### src/mgs3_pkg.sv
// Shared types, constants and tables for the masked 3x3 Gaussian smoother.
package mgs3_pkg;

    // Configuration port
    localparam int CFG_DATA_W  = 11;
    localparam int CFG_INDEX_W = 2;
    localparam logic [CFG_INDEX_W-1:0] CFG_IMAGE_WIDTH  = 2'd0;
    localparam logic [CFG_INDEX_W-1:0] CFG_IMAGE_HEIGHT = 2'd1;
    localparam logic [CFG_INDEX_W-1:0] CFG_MIN_VALID    = 2'd2;

    localparam int DIM_W  = 11;
    localparam int MINV_W = 4;
    localparam logic [DIM_W-1:0]  WIDTH_RESET     = 11'd640;
    localparam logic [DIM_W-1:0]  HEIGHT_RESET    = 11'd480;
    localparam logic [MINV_W-1:0] MIN_VALID_RESET = 4'd6;
    localparam int MIN_DIM = 3;

    // Datapath widths
    localparam int PIX_W     = 16;
    localparam int LINE_W    = 2 * PIX_W;
    localparam int SUM_W     = 20;
    localparam int CNT_W     = 4;
    localparam int QUO_W     = 19;
    localparam int RECIP_W   = 21;
    localparam int RECIP_SHIFT = 20;
    localparam int WIN_SIZE  = 9;

    localparam logic [PIX_W-1:0] MISSING_VALUE = 16'hFF00;
    localparam logic [PIX_W-1:0] DRAIN_VALUE   = 16'hFFFF;
    localparam logic [PIX_W-1:0] SAT_VALUE     = 16'h7FFF;
    localparam logic [QUO_W-1:0] SAT_LIMIT     = 19'd32767;

    // Window geometry: row and column of each tap, and the log2 of its weight.
    localparam logic [1:0] POS_FIRST = 2'd0;
    localparam logic [1:0] POS_LAST  = 2'd2;
    localparam logic [1:0] WIN_ROW [0:WIN_SIZE-1] =
        '{2'd0, 2'd0, 2'd0, 2'd1, 2'd1, 2'd1, 2'd2, 2'd2, 2'd2};
    localparam logic [1:0] WIN_COL [0:WIN_SIZE-1] =
        '{2'd0, 2'd1, 2'd2, 2'd0, 2'd1, 2'd2, 2'd0, 2'd1, 2'd2};
    localparam logic [1:0] WIN_SHIFT [0:WIN_SIZE-1] =
        '{2'd0, 2'd1, 2'd0, 2'd1, 2'd2, 2'd1, 2'd0, 2'd1, 2'd0};

    typedef struct packed {
        logic have_out;
        logic top_ok;
        logic bot_ok;
        logic left_ok;
        logic right_ok;
        logic last;
    } pos_flags_t;

    typedef struct packed {
        logic             valid;
        logic [SUM_W-1:0] sum;
        logic [CNT_W-1:0] count;
        logic             flag;
        logic             last;
    } sum_stage_t;

    typedef struct packed {
        logic             valid;
        logic [PIX_W-1:0] value;
        logic             flag;
        logic             last;
    } result_t;

    // floor(2^20 / n); the estimate it gives is at most one below the true quotient.
    function automatic logic [RECIP_W-1:0] recip(input logic [CNT_W-1:0] n);
        logic [RECIP_W-1:0] r;
        begin
            unique case (n)
                4'd1:    r = 21'd1048576;
                4'd2:    r = 21'd524288;
                4'd3:    r = 21'd349525;
                4'd4:    r = 21'd262144;
                4'd5:    r = 21'd209715;
                4'd6:    r = 21'd174762;
                4'd7:    r = 21'd149796;
                4'd8:    r = 21'd131072;
                4'd9:    r = 21'd116508;
                default: r = '0;
            endcase
            return r;
        end
    endfunction

endpackage

### src/mgs3_window_sum.sv
// 3x3 window registers and the masked weighted sum and usable count stage.
module mgs3_window_sum (
    input  logic                            clk,
    input  logic                            rst_n,
    input  logic                            en,
    input  logic                            in_valid,
    input  logic [mgs3_pkg::PIX_W-1:0]      top,
    input  logic [mgs3_pkg::PIX_W-1:0]      mid,
    input  logic [mgs3_pkg::PIX_W-1:0]      px,
    input  mgs3_pkg::pos_flags_t            pos,
    input  logic [mgs3_pkg::MINV_W-1:0]     min_valid,
    output mgs3_pkg::sum_stage_t            sum_out
);

    logic [mgs3_pkg::PIX_W-1:0] win_reg [0:mgs3_pkg::WIN_SIZE-1];
    logic                       s2_valid_reg;
    mgs3_pkg::pos_flags_t       s2_pos_reg;
    mgs3_pkg::sum_stage_t       s3_reg;

    logic [mgs3_pkg::WIN_SIZE-1:0] usable;
    logic [mgs3_pkg::SUM_W-1:0]    sum_c;
    logic [mgs3_pkg::CNT_W-1:0]    cnt_c;
    logic [mgs3_pkg::MINV_W-1:0]   mv_c;

    // The newest column enters on the right; every item shifts the window.
    always_ff @(posedge clk or negedge rst_n)
    begin
        if (!rst_n)
        begin
            for (int k = 0; k < mgs3_pkg::WIN_SIZE; k++)
            begin
                win_reg[k] <= '0;
            end
            s2_valid_reg <= 1'b0;
            s2_pos_reg   <= '0;
        end
        else if (en)
        begin
            if (in_valid)
            begin
                win_reg[0] <= win_reg[1];
                win_reg[1] <= win_reg[2];
                win_reg[2] <= top;
                win_reg[3] <= win_reg[4];
                win_reg[4] <= win_reg[5];
                win_reg[5] <= mid;
                win_reg[6] <= win_reg[7];
                win_reg[7] <= win_reg[8];
                win_reg[8] <= px;
            end
            s2_valid_reg <= in_valid && pos.have_out;
            s2_pos_reg   <= pos;
        end
    end

    always_comb
    begin
        for (int k = 0; k < mgs3_pkg::WIN_SIZE; k++)
        begin
            usable[k] = !win_reg[k][mgs3_pkg::PIX_W-1]
                && !(mgs3_pkg::WIN_ROW[k] == mgs3_pkg::POS_FIRST && !s2_pos_reg.top_ok)
                && !(mgs3_pkg::WIN_ROW[k] == mgs3_pkg::POS_LAST && !s2_pos_reg.bot_ok)
                && !(mgs3_pkg::WIN_COL[k] == mgs3_pkg::POS_FIRST && !s2_pos_reg.left_ok)
                && !(mgs3_pkg::WIN_COL[k] == mgs3_pkg::POS_LAST && !s2_pos_reg.right_ok);
        end
    end

    always_comb
    begin
        sum_c = '0;
        cnt_c = '0;
        for (int k = 0; k < mgs3_pkg::WIN_SIZE; k++)
        begin
            if (usable[k])
            begin
                sum_c = sum_c + (mgs3_pkg::SUM_W'(win_reg[k]) << mgs3_pkg::WIN_SHIFT[k]);
                cnt_c = cnt_c + 1'b1;
            end
        end
        mv_c = (min_valid == '0) ? mgs3_pkg::MINV_W'(1) : min_valid;
    end

    always_ff @(posedge clk or negedge rst_n)
    begin
        if (!rst_n)
        begin
            s3_reg <= '0;
        end
        else if (en)
        begin
            s3_reg.valid <= s2_valid_reg;
            s3_reg.sum   <= sum_c;
            s3_reg.count <= cnt_c;
            s3_reg.flag  <= cnt_c < mv_c;
            s3_reg.last  <= s2_pos_reg.last;
        end
    end

    assign sum_out = s3_reg;

endmodule

### config.mk
export PLATFORM = sky130hd
export DESIGN_NAME = mgs3_window_sum
export DESIGN_NICKNAME = d
export VERILOG_FILES = /design/src/mgs3_pkg.sv /design/src/mgs3_window_sum.sv
export SDC_FILE = /design/constraint.sdc
export NUM_CORES = 1
export LEC_CHECK = 0
export BUFFER_PORTS_ARGS = -buffer_cell sky130_fd_sc_hd__buf_2
export CORE_MARGIN = 4
export CORE_UTILIZATION = 40
export DETAILED_ROUTE_END_ITERATION = 10
export PLACE_DENSITY_LB_ADDON = 0.3
export SYNTH_ARGS = -nofsm -noshare
export SYNTH_HDL_FRONTEND = slang
export SYNTH_SLANG_ARGS = --single-unit
### constraint.sdc
create_clock -name clk -period 12.45 [get_ports clk]
set_input_delay 0.6225 -clock clk [delete_from_list [all_inputs] [get_ports clk]]
set_output_delay 0.6225 -clock clk [all_outputs]
set_load 0.02 [all_outputs]
# Word level (Yosys, flattened, before mapping)
# Index checks and enable logic that the tools add are counted.
# totals
reg_bits	177
inputBits	62
out_inout_bits	27
word_cells	79
# classes
n_addsub	16
magnitude_cmp	1
muxes	19
reduce_logical	23
# ops
operator	count
$mux W20	8
$add A20 B16 Y20	3
$add A20 B17 Y20	3
$mux W4	9
$add A4 B1 Y4 const B	7
$add A20 B18 Y20	1
$add A16 B17 Y18	1
$mux W16	1
$logic_and A1 B1 Y1	13
$logic_not A1 Y1	8
$logic_not A4 Y1	1
$lt A4 B4 Y1	1
$add A1 B1 Y2 const B	1
$reduce_and A2 Y1	1
$mux W1	1

# Logic depth before layout (Yosys ltp)
# depth
ltp_word	21
mapped_depth	65
mapped_depth_nobuf	61

# Worst setup path before layout
# OpenSTA, ideal clock, no wires.
# synth_path
path_kind	reg2reg
startpoint	register s2_pos_reg[2] (netlist bit)
endpoint	register s3_reg, in the netlist sum_out[25]
setup_ps	125
arrival_time_ps	10366
t_required_ps	12325
setup_slack_ps	1959
stages_incl_launch_ff	54
path_buffers	3
synth_period_minus_slack_ps	10491
path_cell_list	dfrtp_1 > buf_4 > and3b_1 > buf_4 > clkbuf_1 > nand2_1 > inv_1 > ha_1 > a21o_1 > maj3_1 > nand3b_1 > a21boi_0 > o21ai_0 > a211oi_1 > or3_1 > ha_1 > a211oi_1 > o211ai_1 > [18 not listed] > nand2_1 > nand2_1 > a2111oi_0 > a21o_1 > ha_1 > o21ai_0 > a21oi_1 > and2_1 > a22o_1 > nor2_1 > ha_1 > o21ai_0 > a21oi_1 > o211a_1 > or4_4 > a21oi_2 > xnor2_1 > mux2_4
# synth_between
elab_chain_len	18
word_cells_on_any_way	20
cone_classes	add/sub (8); mux (9); reduce/logical (3)
# synth_lines
item	line_no	text
from (decl)	mgs3_window_sum.sv:17	mgs3_pkg::pos_flags_t s2_pos_reg;
from (signal assigned)	mgs3_window_sum.sv:52	s2_pos_reg <= pos;
$logic_and A1 B1 Y1	mgs3_window_sum.sv:63	&& !(mgs3_pkg::WIN_COL[k] == mgs3_pkg::POS_FIRST && !s2_pos_reg.left_ok)
$mux W16	mgs3_window_sum.sv:74	if (usable[k])
$add A16 B17 Y18	mgs3_window_sum.sv:76	sum_c = sum_c + (mgs3_pkg::SUM_W'(win_reg[k]) << mgs3_pkg::WIN_SHIFT[k]);
$mux W20	mgs3_window_sum.sv:74	
$add A20 B16 Y20	mgs3_window_sum.sv:76	
$mux W20	mgs3_window_sum.sv:74	
$add A20 B17 Y20	mgs3_window_sum.sv:76	
$mux W20	mgs3_window_sum.sv:74	
[2 not listed]	-	
$add A20 B17 Y20	mgs3_window_sum.sv:76	
$mux W20	mgs3_window_sum.sv:74	
$add A20 B16 Y20	mgs3_window_sum.sv:76	
$mux W20 (*)	mgs3_window_sum.sv:74	
$add A20 B17 Y20	mgs3_window_sum.sv:76	
$mux W20 (*)	mgs3_window_sum.sv:74	
$add A20 B16 Y20	mgs3_window_sum.sv:76	
$mux W20 (*)	mgs3_window_sum.sv:74	
to (decl)	mgs3_window_sum.sv:18	mgs3_pkg::sum_stage_t s3_reg;
# Every way passes the cells marked *; elsewhere a longest branch is shown, timed or not.
# A chain may end at the register's enable or synchronous reset.

# Worst setup path in the final report
# Same ends and word-level chain as after synthesis.

==> run metrics <==
DP Worst Slack between 700 and 800 ps; initial antenna violation count 0; clock latency reported for the late side of the worst-skew pair 470 ps; CP max stage delay 560 ps; worst endpoint required time 12800 ps; worst r2r dst sum_out[25]; Die Width 200 um; number of global-route vias before repair approximately 12000; period utilization 0.940; routed len/inst 17.1 um; status complete, no violations; critical path startpoint category register; Distinct cells, synth 79; worst r2r src s2_pos_reg[2]; largest net degree at the start of global routing 83; post-route setup slack approximately 750 ps; Worst Path Max Fanout 15; share of cells above drive strength 1 0.206; Nets 1886; initial core utilization 0.405; synth cell count leaders mux2_2 (179), dfrtp_1 (177), ha_1 (145); # DRC 0; final-report hold violation count 0; slew of the pin with the lowest slew margin 1090 ps; setup slack, reg-to-reg 750 ps; clk buf depth 2; first-pass GRT wire length 61200 um; CTS tree done; clk_skew 9.50 ps; ys flop type dfrtp_1; max-cap violations 0; DR iter-0 viols 633; Overflow after GRT 0; Worst EP arrival approximately 12000 ps; total number of vias 12000; count leader, synth mux2_2; Gate Count Post-Synth 1606; area leader, netlist dfrtp_1; total CTS buffers 17; max reg flops 144; Global Route Usage Sum 0.184; final RePlAce weighted congestion 0.901; die height about 200 um; Synth Warn # 0; number of H-tree levels 4; number of nets still failing antenna checks after routing 0; number of flops mapped to enable cells by yosys 0; Yosys reg bits around 180; syn_nets 1821; Crit Path Category reg -> reg; ys async rst share 1.00; root buffer cell clkbuf_16; min Tclk post-route 11700 ps; site row count 70; FMAX roughly 0.085 GHz; Synth top area share 0.299; Setup Viol. Count Final 0; n_diodes 0; type of destination of the critical path register; path type of the worst min-delay path in -> async; PortBufs 88; relative slew slack 0.271; most used cell, CP ha_1; post-DP HPWL 28300 um; clock sinks around 180; total wire length 36900 um; utilization after layout 0.448; Area contributors post-synth dfrtp_1 (30%), mux2_2 (14%), ha_1 (12%); CP max stage cell a2111oi_0; die area roughly 40000 um^2; Cell Area, Synth 14800 um^2; Ports 89; Placed Cells 2120; R2R depth 50; drt via density 5.55; Pre-antenna DRT Iters 5; max-slew violations 0; synthesis-to-layout area growth 10.6%; Worst-path clk slew roughly 70 ps; Core ar. 36600 um^2; sequential share of the synthesized area 0.299; fin cells 2152; syn avg cell area 9.22 um^2
[final cells by class]
type                    instances  area (um^2)
clock inverters                15          173
flip-flops and latches        177         4430
repair buffers                104          569
multi-input cells            1304         9950
well taps                     468          586
clock buffers                  17          425
inverters                      67          255
fillers                      3550        20200
[cell families (layout without fill, tap and decap cells)]
logic type / after synthesis / after routing / synth area share
other: 1 / 1 / 0.000253
and+or+nand+nor: 447 / 447 / 0.143
AOI/OAI and AO/OA: 388 / 388 / 0.171
buffers and inverters: 125 / 203 / 0.0324
xor gates and xnor gates: 117 / 117 / 0.0717
adders and majority gates: 154 / 154 / 0.134
muxes: 197 / 197 / 0.149
DFF: 177 / 177 / 0.299
[worst max path at each step]
stage,from,end,depth (start not counted)
after floorplan,s2_pos_reg[2],sum_out[25],53
after global placement,s2_pos_reg[4],sum_out[25],54
after detailed placement,s2_pos_reg[2],sum_out[25],59
after CTS,s2_pos_reg[2],sum_out[25],58
after global routing,s2_pos_reg[2],sum_out[25],61
final,s2_pos_reg[2],sum_out[25],50
[what timing repair did]
action                     in CTS  in global routing
hold buffers                    0                  0
setup buffers                   0                  0
hold endpoints to repair        0                  0
setup endpoints to repair       0                  6
resized for setup               0                  8
[routing by layer]
layer	track usage	up-vias	routed length, um
met5	0	-	0
met4	0.0516	0	643
met3	0.0310	40	1120
met2	0.308	196	17400
met1	0.247	5783	17700
li1	-	5934	-
[placed cells by master (no fill, tap or decap), types with 8 or more instances in the layout]
cell | Yosys | final
and2_1 | 17 | 17
nor2_1 | 129 | 129
nand3_1 | 36 | 36
mux2_2 | 179 | 179
nand2b_1 | 18 | 18
o21bai_1 | 12 | 12
a211oi_1 | 16 | 16
xnor2_1 | 73 | 73
buf_4 | 2 | 16
and3_1 | 10 | 10
mux2i_1 | 17 | 17
a21oi_1 | 105 | 105
a31oi_1 | 23 | 22
a21o_1 | 40 | 40
o31ai_1 | 15 | 13
o211ai_1 | 10 | 10
fa_1 | 8 | 8
ha_1 | 145 | 145
xor2_1 | 40 | 40
buf_2 | 3 | 87
o21a_1 | 32 | 32
nand2_1 | 131 | 130
nor3_1 | 34 | 33
clkbuf_16 | 0 | 17
o21ai_0 | 70 | 69
dfrtp_1 | 177 | 177
nor2b_1 | 26 | 26
inv_1 | 66 | 66
[through the flow]
step,cell area (um^2),setup TNS [ps],hold slack (ps)
2_1_floorplan,14800,0,327
3_3_place_gp,15700,0,483
3_5_place_dp,15700,0,485
4_1_cts,16300,0,201
5_1_grt,16400,-11.4,227
6_report,16400,0,191
[critical path, delay by kind of cell, from the launching register on]
family / cells / cell delay [ps]
flops: 1 / 460
simple gates: 16 / 3290
mux: 2 / 550
buf+inv: 2 / 260
compound gates: 19 / 4190
fa+ha+maj: 7 / 2200
xor+xnor: 4 / 640
Power is left out: the tool's default activity adds up to more than one toggle a clock period on the data nets, which glitch-free logic cannot reach.
