[config.mk]
export PLATFORM = sky130hd
export DESIGN_NAME = mgs3_scale
export DESIGN_NICKNAME = d
export VERILOG_FILES = /design/src/mgs3_pkg.sv /design/src/mgs3_scale.sv
export SDC_FILE = /design/constraint.sdc
export NUM_CORES = 1
export LEC_CHECK = 0
export ABC_AREA = 1
export BUFFER_PORTS_ARGS = -buffer_cell sky130_fd_sc_hd__buf_2
export CAP_MARGIN = 20
export CORE_ASPECT_RATIO = 1.1
export CORE_MARGIN = 1.5
export CORE_UTILIZATION = 38
export CTS_CLUSTER_SIZE = 10
export DETAILED_ROUTE_END_ITERATION = 6
export SLEW_MARGIN = 5
export SYNTH_ARGS = -nofsm -noshare
export SYNTH_HDL_FRONTEND = slang
export SYNTH_SLANG_ARGS = --single-unit
[constraint.sdc]
create_clock -name clk -period 7.5 [get_ports clk]
set_clock_uncertainty 0.1 [all_clocks]
set_input_delay 1.125 -clock clk [delete_from_list [all_inputs] [get_ports clk]]
set_output_delay 1.125 -clock clk [all_outputs]
set_load 0.02 [all_outputs]
[src/mgs3_pkg.sv]
// Shared types, constants and tables for the masked 3x3 Gaussian smoother.
package mgs3_pkg;

    // Configuration port
    localparam int CFG_DATA_W  = 11;
    localparam int CFG_INDEX_W = 2;
    localparam logic [CFG_INDEX_W-1:0] CFG_IMAGE_WIDTH  = 2'd0;
    localparam logic [CFG_INDEX_W-1:0] CFG_IMAGE_HEIGHT = 2'd1;
    localparam logic [CFG_INDEX_W-1:0] CFG_MIN_VALID    = 2'd2;

    localparam int DIM_W  = 11;
    localparam int MINV_W = 4;
    localparam logic [DIM_W-1:0]  WIDTH_RESET     = 11'd640;
    localparam logic [DIM_W-1:0]  HEIGHT_RESET    = 11'd480;
    localparam logic [MINV_W-1:0] MIN_VALID_RESET = 4'd6;
    localparam int MIN_DIM = 3;

    // Datapath widths
    localparam int PIX_W     = 16;
    localparam int LINE_W    = 2 * PIX_W;
    localparam int SUM_W     = 20;
    localparam int CNT_W     = 4;
    localparam int QUO_W     = 19;
    localparam int RECIP_W   = 21;
    localparam int RECIP_SHIFT = 20;
    localparam int WIN_SIZE  = 9;

    localparam logic [PIX_W-1:0] MISSING_VALUE = 16'hFF00;
    localparam logic [PIX_W-1:0] DRAIN_VALUE   = 16'hFFFF;
    localparam logic [PIX_W-1:0] SAT_VALUE     = 16'h7FFF;
    localparam logic [QUO_W-1:0] SAT_LIMIT     = 19'd32767;

    // Window geometry: row and column of each tap, and the log2 of its weight.
    localparam logic [1:0] POS_FIRST = 2'd0;
    localparam logic [1:0] POS_LAST  = 2'd2;
    localparam logic [1:0] WIN_ROW [0:WIN_SIZE-1] =
        '{2'd0, 2'd0, 2'd0, 2'd1, 2'd1, 2'd1, 2'd2, 2'd2, 2'd2};
    localparam logic [1:0] WIN_COL [0:WIN_SIZE-1] =
        '{2'd0, 2'd1, 2'd2, 2'd0, 2'd1, 2'd2, 2'd0, 2'd1, 2'd2};
    localparam logic [1:0] WIN_SHIFT [0:WIN_SIZE-1] =
        '{2'd0, 2'd1, 2'd0, 2'd1, 2'd2, 2'd1, 2'd0, 2'd1, 2'd0};

    typedef struct packed {
        logic have_out;
        logic top_ok;
        logic bot_ok;
        logic left_ok;
        logic right_ok;
        logic last;
    } pos_flags_t;

    typedef struct packed {
        logic             valid;
        logic [SUM_W-1:0] sum;
        logic [CNT_W-1:0] count;
        logic             flag;
        logic             last;
    } sum_stage_t;

    typedef struct packed {
        logic             valid;
        logic [PIX_W-1:0] value;
        logic             flag;
        logic             last;
    } result_t;

    // floor(2^20 / n); the estimate it gives is at most one below the true quotient.
    function automatic logic [RECIP_W-1:0] recip(input logic [CNT_W-1:0] n);
        logic [RECIP_W-1:0] r;
        begin
            unique case (n)
                4'd1:    r = 21'd1048576;
                4'd2:    r = 21'd524288;
                4'd3:    r = 21'd349525;
                4'd4:    r = 21'd262144;
                4'd5:    r = 21'd209715;
                4'd6:    r = 21'd174762;
                4'd7:    r = 21'd149796;
                4'd8:    r = 21'd131072;
                4'd9:    r = 21'd116508;
                default: r = '0;
            endcase
            return r;
        end
    endfunction

endpackage

[src/mgs3_scale.sv]
// Normalization pipeline: sum x9/16, divide by count via reciprocal, saturate.
module mgs3_scale (
    input  logic                 clk,
    input  logic                 rst_n,
    input  logic                 en,
    input  mgs3_pkg::sum_stage_t sum_in,
    output mgs3_pkg::result_t    result
);

    localparam int PROD_W = mgs3_pkg::QUO_W + mgs3_pkg::RECIP_W;
    localparam int NPROD_W = mgs3_pkg::QUO_W + mgs3_pkg::CNT_W;

    // Stage D: scaled sum and reciprocal lookup
    logic                         d_valid_reg;
    logic [mgs3_pkg::QUO_W-1:0]   d_q_reg;
    logic [mgs3_pkg::CNT_W-1:0]   d_n_reg;
    logic [mgs3_pkg::RECIP_W-1:0] d_recip_reg;
    logic                         d_flag_reg;
    logic                         d_last_reg;
    // Stage E: quotient estimate
    logic                         e_valid_reg;
    logic [mgs3_pkg::QUO_W-1:0]   e_q_reg;
    logic [mgs3_pkg::QUO_W-1:0]   e_qe_reg;
    logic [mgs3_pkg::CNT_W-1:0]   e_n_reg;
    logic                         e_flag_reg;
    logic                         e_last_reg;

    logic [mgs3_pkg::SUM_W+3:0]   sum9;
    logic [PROD_W-1:0]            prod;
    logic [NPROD_W-1:0]           back_prod;
    logic [mgs3_pkg::QUO_W-1:0]   rem;
    logic [mgs3_pkg::QUO_W-1:0]   quo;

    // floor(floor(9*sum/16)/n) equals floor(9*sum/(16*n)).
    assign sum9 = {sum_in.sum, 3'b000} + (mgs3_pkg::SUM_W+4)'(sum_in.sum);

    always_ff @(posedge clk or negedge rst_n)
    begin
        if (!rst_n)
        begin
            d_valid_reg <= 1'b0;
            e_valid_reg <= 1'b0;
        end
        else if (en)
        begin
            d_valid_reg <= sum_in.valid;
            e_valid_reg <= d_valid_reg;
        end
    end

    always_ff @(posedge clk)
    begin
        if (en)
        begin
            d_q_reg     <= sum9[mgs3_pkg::SUM_W+2:4];
            d_n_reg     <= sum_in.count;
            d_recip_reg <= mgs3_pkg::recip(sum_in.count);
            d_flag_reg  <= sum_in.flag;
            d_last_reg  <= sum_in.last;
            e_q_reg     <= d_q_reg;
            e_qe_reg    <= prod[mgs3_pkg::RECIP_SHIFT +: mgs3_pkg::QUO_W];
            e_n_reg     <= d_n_reg;
            e_flag_reg  <= d_flag_reg;
            e_last_reg  <= d_last_reg;
        end
    end

    assign prod = PROD_W'(d_q_reg) * PROD_W'(d_recip_reg);

    // The estimate is low by at most one; the remainder tells which.
    always_comb
    begin
        back_prod = NPROD_W'(e_qe_reg) * NPROD_W'(e_n_reg);
        rem       = e_q_reg - back_prod[mgs3_pkg::QUO_W-1:0];
        quo       = (rem >= mgs3_pkg::QUO_W'(e_n_reg)) ? e_qe_reg + 1'b1 : e_qe_reg;
        result.valid = e_valid_reg;
        result.flag  = e_flag_reg;
        result.last  = e_last_reg;
        priority if (e_flag_reg)
        begin
            result.value = mgs3_pkg::MISSING_VALUE;
        end
        else if (quo > mgs3_pkg::SAT_LIMIT)
        begin
            result.value = mgs3_pkg::SAT_VALUE;
        end
        else
        begin
            result.value = quo[mgs3_pkg::PIX_W-1:0];
        end
    end

endmodule

Yosys cells after proc, flatten, opt, wreduce, memory -nomap -nowiden:

Memories as Yosys holds them, arrays and structs flattened. A register that Yosys moved wholly into a read port is not among the register bits.
Index checks and enable logic that the tools add are counted.

* flip-flop bits (word level): 71
* bits in read-only memories: 336
* input port bits: 30
* output and inout port bits: 19
* memories: 1

* add/subtract/negate cells: 3
* multiply operators: 2
* $lt $le $gt $ge: 2
* multiplexer cells: 3

Memory list
* (no name shown): depth 16, width 21, read ports 1, clocked after memory_dff 1, wr ports 0, RTL line mgs3_pkg.sv:71 `unique case (n)`

Operators with widths (count)
* multiplier 19 x 21 -> 39 bit: 1
* 2-to-1 mux 16 bit: 2
* adder 23 x 20 -> 23 bit: 1
* adder 19 x 1 -> 19 bit (second input constant): 1
* >= comparator 19 x 4 -> 1 bit: 1
* > comparator 19 x 15 -> 1 bit (second input constant): 1
* multiplier 19 x 4 -> 19 bit: 1
* 2-to-1 mux 19 bit: 1
* subtractor 19 bit: 1

Depth between registers and ports, before layout:

Gate-level depths: netlist of run 1.

* word-level depth: 7
* depth in mapped cells: 32
* mapped depth without buffers: 30

Least setup slack after synthesis of run 1:

OpenSTA, ideal clock, no wires.

* path type: register to output
* start point: register e_n_reg[3] (netlist name)
* end point: output result[10] (netlist name)
* arrival time: 4.612 ns
* required time: 6.275 ns
* slack: 1.663 ns
* cell stages (with the launch flop): 28
* cell sequence: edfxtp_1 > buf_2 > clkbuf_1 > nand2_1 > fa_1 > inv_1 > fa_1 > fa_1 > inv_1 > ha_1 > nand2_1 > inv_2 > nand2_1 > nand2_1 > a21oi_1 > nand3_1 > nand2_1 > nand2_2 > nor2_4 > nand3_2 > nor2_4 > nand3_4 > nand2_1 > nand2_1 > nor2_8 > nand2_4 > nor2_8 > nand2_1

RTL lines
* from (decl): RTL line mgs3_scale.sv:24 `logic [mgs3_pkg::CNT_W-1:0] e_n_reg;`
* from (signal assigned): RTL line mgs3_scale.sv:62 `e_n_reg <= d_n_reg;`
* to (decl): RTL line mgs3_scale.sv:7 `output mgs3_pkg::result_t result`

==> results of run 1 <==
==> layer usage <==
layer | vias to the layer above | global-route usage | part of all wire
met5 | - | 0 | 0
met1 | 7658 | 0.270 | 0.41
met2 | 401 | 0.395 | 0.51
met3 | 90 | 0.0205 | 0.041
li1 | 7232 | - | -
met4 | 0 | 0.0902 | 0.042
==> cell families after synthesis <==
family	count (synthesis)	synth area share
adders and majority gates	515	0.461
xor gates and xnor gates	67	0.0298
AOI/OAI and AO/OA	153	0.0435
DFF	87	0.132
buffers and inverters	774	0.149
and+or+nand+nor	869	0.183
==> repair_timing <==
action                                  4_1_cts  5_1_grt
buffers inserted                              0       10
endpoints found under the setup margin        0        7
endpoints found under the hold margin         0        0
==> through the flow <==
stage / setup WS [ns] / hold WS, ns
after floorplan: 1.66 / 0.300
after global placement: 0.811 / 0.301
after detailed placement: 0.709 / 0.305
after CTS: 0.358 / 0.321
after global routing: 0.0273 / 0.324
final: 0.392 / 0.327
==> worst max-delay path, cell delays in order (launching register included) <==
cell	delay (ns)
sky130_fd_sc_hd__edfxtp_1	0.73
sky130_fd_sc_hd__nand2_1	0.18
sky130_fd_sc_hd__fa_1	0.55
sky130_fd_sc_hd__inv_1	0.05
sky130_fd_sc_hd__fa_1	0.50
sky130_fd_sc_hd__fa_1	0.52
sky130_fd_sc_hd__inv_1	0.04
sky130_fd_sc_hd__ha_1	0.36
sky130_fd_sc_hd__nand2_1	0.10
sky130_fd_sc_hd__inv_2	0.08
sky130_fd_sc_hd__nand2_2	0.08
sky130_fd_sc_hd__nor3_2	0.27
sky130_fd_sc_hd__nand2_1	0.12
sky130_fd_sc_hd__nand2_1	0.08
sky130_fd_sc_hd__nand2_1	0.05
sky130_fd_sc_hd__nand2_1	0.09
sky130_fd_sc_hd__nand3_1	0.11
sky130_fd_sc_hd__nand3b_4	0.21
sky130_fd_sc_hd__nor2_4	0.19
sky130_fd_sc_hd__nand3_4	0.28
sky130_fd_sc_hd__nand2_1	0.16
sky130_fd_sc_hd__nand2_2	0.10
sky130_fd_sc_hd__nor2_8	0.20
sky130_fd_sc_hd__nand2_4	0.09
sky130_fd_sc_hd__nor2_8	0.12
sky130_fd_sc_hd__nand2_1	0.07
sky130_fd_sc_hd__buf_2	0.16
==> synth_stat cells (all sizes together) <==
cell type / count
inv: 674
nand2: 661
fa: 350
ha: 165
nor2: 87
edfxtp: 85
clkbuf: 77
a21oi: 69
nand3: 69
o21ai: 54
xor2: 50
nor3: 24
buf: 22
nand4: 19
xnor2: 17
a31oi: 7
a221oi: 5
nor4: 4
o21a: 3
o21bai: 3
a21boi: 2
a21o: 2
dfrtp: 2
nand3b: 2
o211ai: 2
a211oi: 1
a31o: 1
and2: 1
clkinv: 1
nor3b: 1
nor4b: 1
o211a: 1
o221ai: 1
o311ai: 1
o31ai: 1
==> cell type report <==
type,instances,area (µm²),area share
Clock buffer,10,229,0.0109
Antenna cell,1,2.50,0.000120
Multi-Input combinational cell,1604,14100,0.675
Inverter,675,2530,0.121
Tap cell,667,835,0.0399
Timing Repair Buffer,83,531,0.0254
Clock inverter,6,73.8,0.00353
Sequential cell,87,2600,0.124
==> worst max-delay path by stage <==
stage / start / slack, ns / to
5_1_grt: e_qe_reg[3] / 0.03 / result[13]
3_3_place_gp: e_qe_reg[3] / 0.81 / result[11]
2_1_floorplan: e_n_reg[3] / 1.66 / result[10]
3_5_place_dp: d_recip_reg[11] / 0.71 / e_qe_reg[5]
4_1_cts: e_n_reg[3] / 0.36 / result[13]
6_report: e_qe_reg[3] / 0.39 / result[13]
==> summary.txt, run 1 <==
=================================================================================================
Critical Path End Type ............................................................. primary output
Top library cells by usage in the layout, fill and taps aside ...................... sky130_fd_sc_hd__inv_1 (664), sky130_fd_sc_hd__nand2_1 (654), sky130_fd_sc_hd__fa_1 (350)
Number of global-route vias before repair ..........................................        16685
Remaining Overflow, GRT ............................................................            0
Unrepaired setup endpoints after global routing ....................................           no
Total negative slack for setup checks ..............................................         0 ns
Number of hold violations in the final report ......................................            0
Outcome ............................................................................ finished, final reports clean
Initial DRC Count ..................................................................          975
Setup violators final ..............................................................            0
Width of the chip ..................................................................       220 µm
Max H-tree Level ...................................................................            3
Number of synthesis warnings .......................................................            0
Top-level I/O count ................................................................           49
Routed wire length .................................................................      56.0 mm
Cell at the root of the clock tree ................................................. sky130_fd_sc_hd__clkbuf_16
Sequential element share of the synthesized area ...................................        0.132
Pin count of the biggest net entering global routing ...............................           63
DP HPWL ............................................................................      47.2 mm
Endpoint, Worst Hold ...............................................................   e_last_reg
Final period util ..................................................................        0.948
Worst Hold Path Cells ..............................................................            0
Clock sink count ...................................................................           87
Share of the synthesized area in the top cell type .................................        0.356
Top area cells in the synthesized netlist .......................................... sky130_fd_sc_hd__fa_1 (36%), sky130_fd_sc_hd__edfxtp_1 (13%), sky130_fd_sc_hd__inv_1 (13%)
Period minus WS final ..............................................................      7.11 ns
Post-synthesis instance area .......................................................   0.0197 mm²
Detailed-route via count ...........................................................        15381
Remaining antenna violation count after routing ....................................            0
TritonCTS Buffers ..................................................................            9
Placed Area ........................................................................   0.0205 mm²
Reg2Reg Capture Point ..............................................................  e_qe_reg[5]
Post-Syn Area per Cell .............................................................     7.98 µm²
Placed cell count ..................................................................         3106
FF-to-FF setup slack ...............................................................      0.63 ns
Req. time, crit path ...............................................................      6.27 ns
Clock insertion delay at the later pin of the skew report ..........................      0.36 ns
Total routing resource utilization after global routing ............................        0.221
Placer congestion estimate .........................................................        0.947
FF-to-FF Start ..................................................................... d_recip_reg[11]
Filler Cell Count ..................................................................         5244
Detailed-route DRC error count .....................................................            0
Path depth of the worst reg2reg path ...............................................           20
Startpoint type of the worst setup path ............................................    flip-flop
WL per Instance ....................................................................      17.9 µm
Slew at the pin closest to its max-slew limit ......................................      1.05 ns
Layout Cells excl Fill .............................................................         3133
Most common cell after layout, fill and taps aside ................................. sky130_fd_sc_hd__inv_1
Starting density of the core .......................................................        0.384
Number of optimization iterations in the first detailed-route pass .................            5
Area of the core region ............................................................   0.0512 mm²
Post-synth top area cell ........................................................... sky130_fd_sc_hd__fa_1
Max-slew headroom ..................................................................        0.300
Arrival time of the worst setup path ...............................................      5.88 ns
Vert. Die Dim ......................................................................       242 µm
Cell row count .....................................................................           87
Share of final-layout standard cells stronger than drive strength 1 ................       0.0544
Non-Filler Cell Area, Final ........................................................   0.0209 mm²
Number of antenna violations at the first check in global routing ..................            1
Maximum net fanout on the critical path ............................................           33
Count of maximum capacitance violations ............................................            0
Clock transition at path regs ......................................................      0.07 ns
Launch instance of the worst min-delay path ........................................   d_last_reg
Die area ...........................................................................   0.0531 mm²
Worst hold path type ...............................................................      reg2reg
Number of hold-repair buffers added at the cts stage ...............................            0
Global-route wire length before repair .............................................      90.3 mm
Fin. max-slew vios .................................................................            0
Flip-flop and latch count after synthesis ..........................................           87
Type of the worst setup path .......................................................      reg2out
Max frequency ......................................................................    0.141 GHz
Number of distinct library cell variants in the gate-level netlist after synthesis .           52
Area Overhead vs Synth .............................................................        6.43%
CTS resizes ........................................................................            0
Final Core Density .................................................................        0.409
Drt via density ....................................................................         4.91
Gate count after technology mapping ................................................         2465
TritonCTS clock tree ...............................................................        built
Nets ...............................................................................         3005
CTS max path bufs ..................................................................            2
Total of buffers placed on input and output ports ..................................           48
Total nets after synthesis .........................................................         3010
=================================================================================================
Power of run 1 is not shown: default switching activity piles up to over one toggle a cycle in this logic, so the estimate is an artifact.
==> run 2: changes to the inputs <==
--- a/config.mk
+++ b/config.mk
@@ -12,4 +12,5 @@
 export CORE_MARGIN = 1.5
 export CORE_UTILIZATION = 38
+export CTS_BUF_LIST = sky130_fd_sc_hd__clkbuf_4 sky130_fd_sc_hd__clkbuf_8
 export CTS_CLUSTER_SIZE = 10
 export DETAILED_ROUTE_END_ITERATION = 6
==> constraint.sdc (replaced) <==
create_clock -name clk -period 7.5 [get_ports clk]
set_clock_uncertainty 0.1 [all_clocks]
set_input_delay 1.125 -clock clk [delete_from_list [all_inputs] [get_ports clk]]
set_output_delay 1.125 -clock clk [all_outputs]
set_load 0.005 [all_outputs]
==> summary.txt, run 2 (synthesized netlist as in run 1, its figures left out) <==
==================================================================================
Outcome ............................................................. finished, final reports clean
Top library cells by usage in the layout, fill and taps aside ....... sky130_fd_sc_hd__inv_1 (664), sky130_fd_sc_hd__nand2_1 (654), sky130_fd_sc_hd__fa_1 (350)
Detailed-route via count ............................................        15528
Total of buffers placed on input and output ports ...................           48
Slew at the pin closest to its max-slew limit .......................      1.05 ns
Area of the core region .............................................   0.0512 mm²
Antenna diodes ......................................................            0
Nets ................................................................         3005
Buffers and inverters on the worst path .............................            4
Global-route wire length before repair ..............................      91.9 mm
Initial DRC Count ...................................................         1108
Remaining antenna violation count after routing .....................            0
Drt via density .....................................................         4.96
TritonCTS Buffers ...................................................            9
Area Overhead vs Synth ..............................................        5.90%
Vert. Die Dim .......................................................       242 µm
Max frequency .......................................................    0.142 GHz
Max stage delay on crit path ........................................      0.70 ns
FF-to-FF Start ...................................................... d_recip_reg[11]
WL per Instance .....................................................      18.2 µm
Worst hold path type ................................................      reg2reg
Unrepaired setup endpoints after global routing .....................           no
CP max-delay cell ................................................... sky130_fd_sc_hd__edfxtp_1
Worst Hold Path Cells ...............................................            0
FF-to-FF setup slack ................................................      0.58 ns
CTS max path bufs ...................................................            2
DP HPWL .............................................................      48.1 mm
Setup crit start ....................................................  e_qe_reg[7]
Count of maximum capacitance violations .............................            0
Fin. max-slew vios ..................................................            0
Endpoint, Worst Hold ................................................   e_flag_reg
Die area ............................................................   0.0531 mm²
Launch instance of the worst min-delay path .........................   d_flag_reg
Period minus WS final ...............................................      7.04 ns
Placer congestion estimate ..........................................        0.931
Cell at the root of the clock tree .................................. sky130_fd_sc_hd__clkbuf_8
Reg2Reg Capture Point ...............................................  e_qe_reg[5]
Total routing resource utilization after global routing .............        0.226
Total negative slack for setup checks ...............................         0 ns
Starting density of the core ........................................        0.384
Filler Cell Count ...................................................         5244
Setup violators final ...............................................            0
Cell family contributing the most delay on the critical path ........ simple AND/OR/NAND/NOR gates
Share of final-layout standard cells stronger than drive strength 1 .       0.0548
Most repeated library cell on the critical path ..................... sky130_fd_sc_hd__nand2_1
Type of the worst setup path ........................................      reg2out
Number of optimization iterations in the first detailed-route pass ..            6
Final period util ...................................................        0.938
Pin count of the biggest net entering global routing ................           62
TritonCTS clock tree ................................................        built
Width of the chip ...................................................       220 µm
Path depth of the worst reg2reg path ................................           20
Cell row count ......................................................           87
Max H-tree Level ....................................................            3
Number of hold-repair buffers added at the cts stage ................            0
Maximum net fanout on the critical path .............................           33
Arrival time of the worst setup path ................................      5.81 ns
Detailed-route DRC error count ......................................            0
Clock insertion delay at the later pin of the skew report ...........      0.39 ns
Clock transition at path regs .......................................      0.09 ns
Number of global-route vias before repair ...........................        17002
Most common cell after layout, fill and taps aside .................. sky130_fd_sc_hd__inv_1
Routed wire length ..................................................      56.9 mm
Max-slew headroom ...................................................        0.301
Number of hold violations in the final report .......................            0
Clock sink count ....................................................           87
Number of antenna violations at the first check in global routing ...            1
Req. time, crit path ................................................      6.27 ns
Top-level I/O count .................................................           49
Startpoint type of the worst setup path .............................    flip-flop
Remaining Overflow, GRT .............................................            0
Critical Path End Type .............................................. primary output
==================================================================================
run 2: cell count changes in the layout (fill, tap and decap cells not counted), sizes merged:
cell,change
clkinvlp,-2
clkinv,+2
diode,-1
run 2: worst register-to-register path, stage by stage (launching register included):
cell and delay (ns):
sky130_fd_sc_hd__edfxtp_1 1.01, sky130_fd_sc_hd__nand2_1 0.23, sky130_fd_sc_hd__fa_1 0.59, sky130_fd_sc_hd__inv_1 0.06, sky130_fd_sc_hd__fa_1 0.47, sky130_fd_sc_hd__fa_1 0.50, sky130_fd_sc_hd__inv_1 0.06, sky130_fd_sc_hd__fa_1 0.50
sky130_fd_sc_hd__inv_1 0.05, sky130_fd_sc_hd__fa_1 0.56, sky130_fd_sc_hd__fa_1 0.42, sky130_fd_sc_hd__ha_1 0.33, sky130_fd_sc_hd__nand2_1 0.08, sky130_fd_sc_hd__nor2_1 0.13, sky130_fd_sc_hd__nand4_1 0.09, sky130_fd_sc_hd__o211ai_1 0.35
sky130_fd_sc_hd__a31o_2 0.24, sky130_fd_sc_hd__a21oi_1 0.09, sky130_fd_sc_hd__o21ai_0 0.36, sky130_fd_sc_hd__a21oi_1 0.15, sky130_fd_sc_hd__xnor2_1 0.32
run 2: routing by layer:
metal / part of all wire / global-route usage / up-vias
li1: - / - / 7225
met1: 0.40 / 0.279 / 7713
met2: 0.50 / 0.402 / 476
met3: 0.043 / 0.0127 / 114
met4: 0.052 / 0.107 / 0
met5: 0 / 0 / -
run 2: worst max path at each step:
stage	end	slack, ns	cells past startpoint
detailed placement	e_qe_reg[5]	0.68	20
floorplan	e_qe_reg[15]	1.68	23
CTS	result[11]	0.36	26
global placement	e_qe_reg[5]	0.72	20
finish	result[11]	0.46	26
global route	result[11]	0.06	27
run 2: cell type report:
| type | count | area [µm²] | share of cell area |
|---|---|---|---|
| well taps | 667 | 835 | 0.0401 |
| inverters | 675 | 2530 | 0.122 |
| clock buffers | 10 | 131 | 0.00631 |
| flip-flops and latches | 87 | 2600 | 0.125 |
| clock inverters | 6 | 68.8 | 0.00331 |
| multi-input cells | 1604 | 14100 | 0.678 |
| repair buffers | 83 | 531 | 0.0255 |
run 2: stage by stage:
step                area [µm²]  utilization  hold WS [ns]  setup slack [ns]  std cells
floorplan                19700            -         0.300              1.68       2465
global placement         20600        0.402         0.301             0.716       3113
detailed placement       20600        0.402         0.306             0.675       3113
CTS                      20800        0.406         0.328             0.361       3129
global route             20800        0.407         0.340            0.0571       3132
finish                   20800        0.407         0.328             0.462       3132
run 2: timing repair:
action,CTS,global route
resized for setup,0,0
setup buffers,0,3
endpoints found under the setup margin,0,10
Power of run 2 is left out for the same reason.
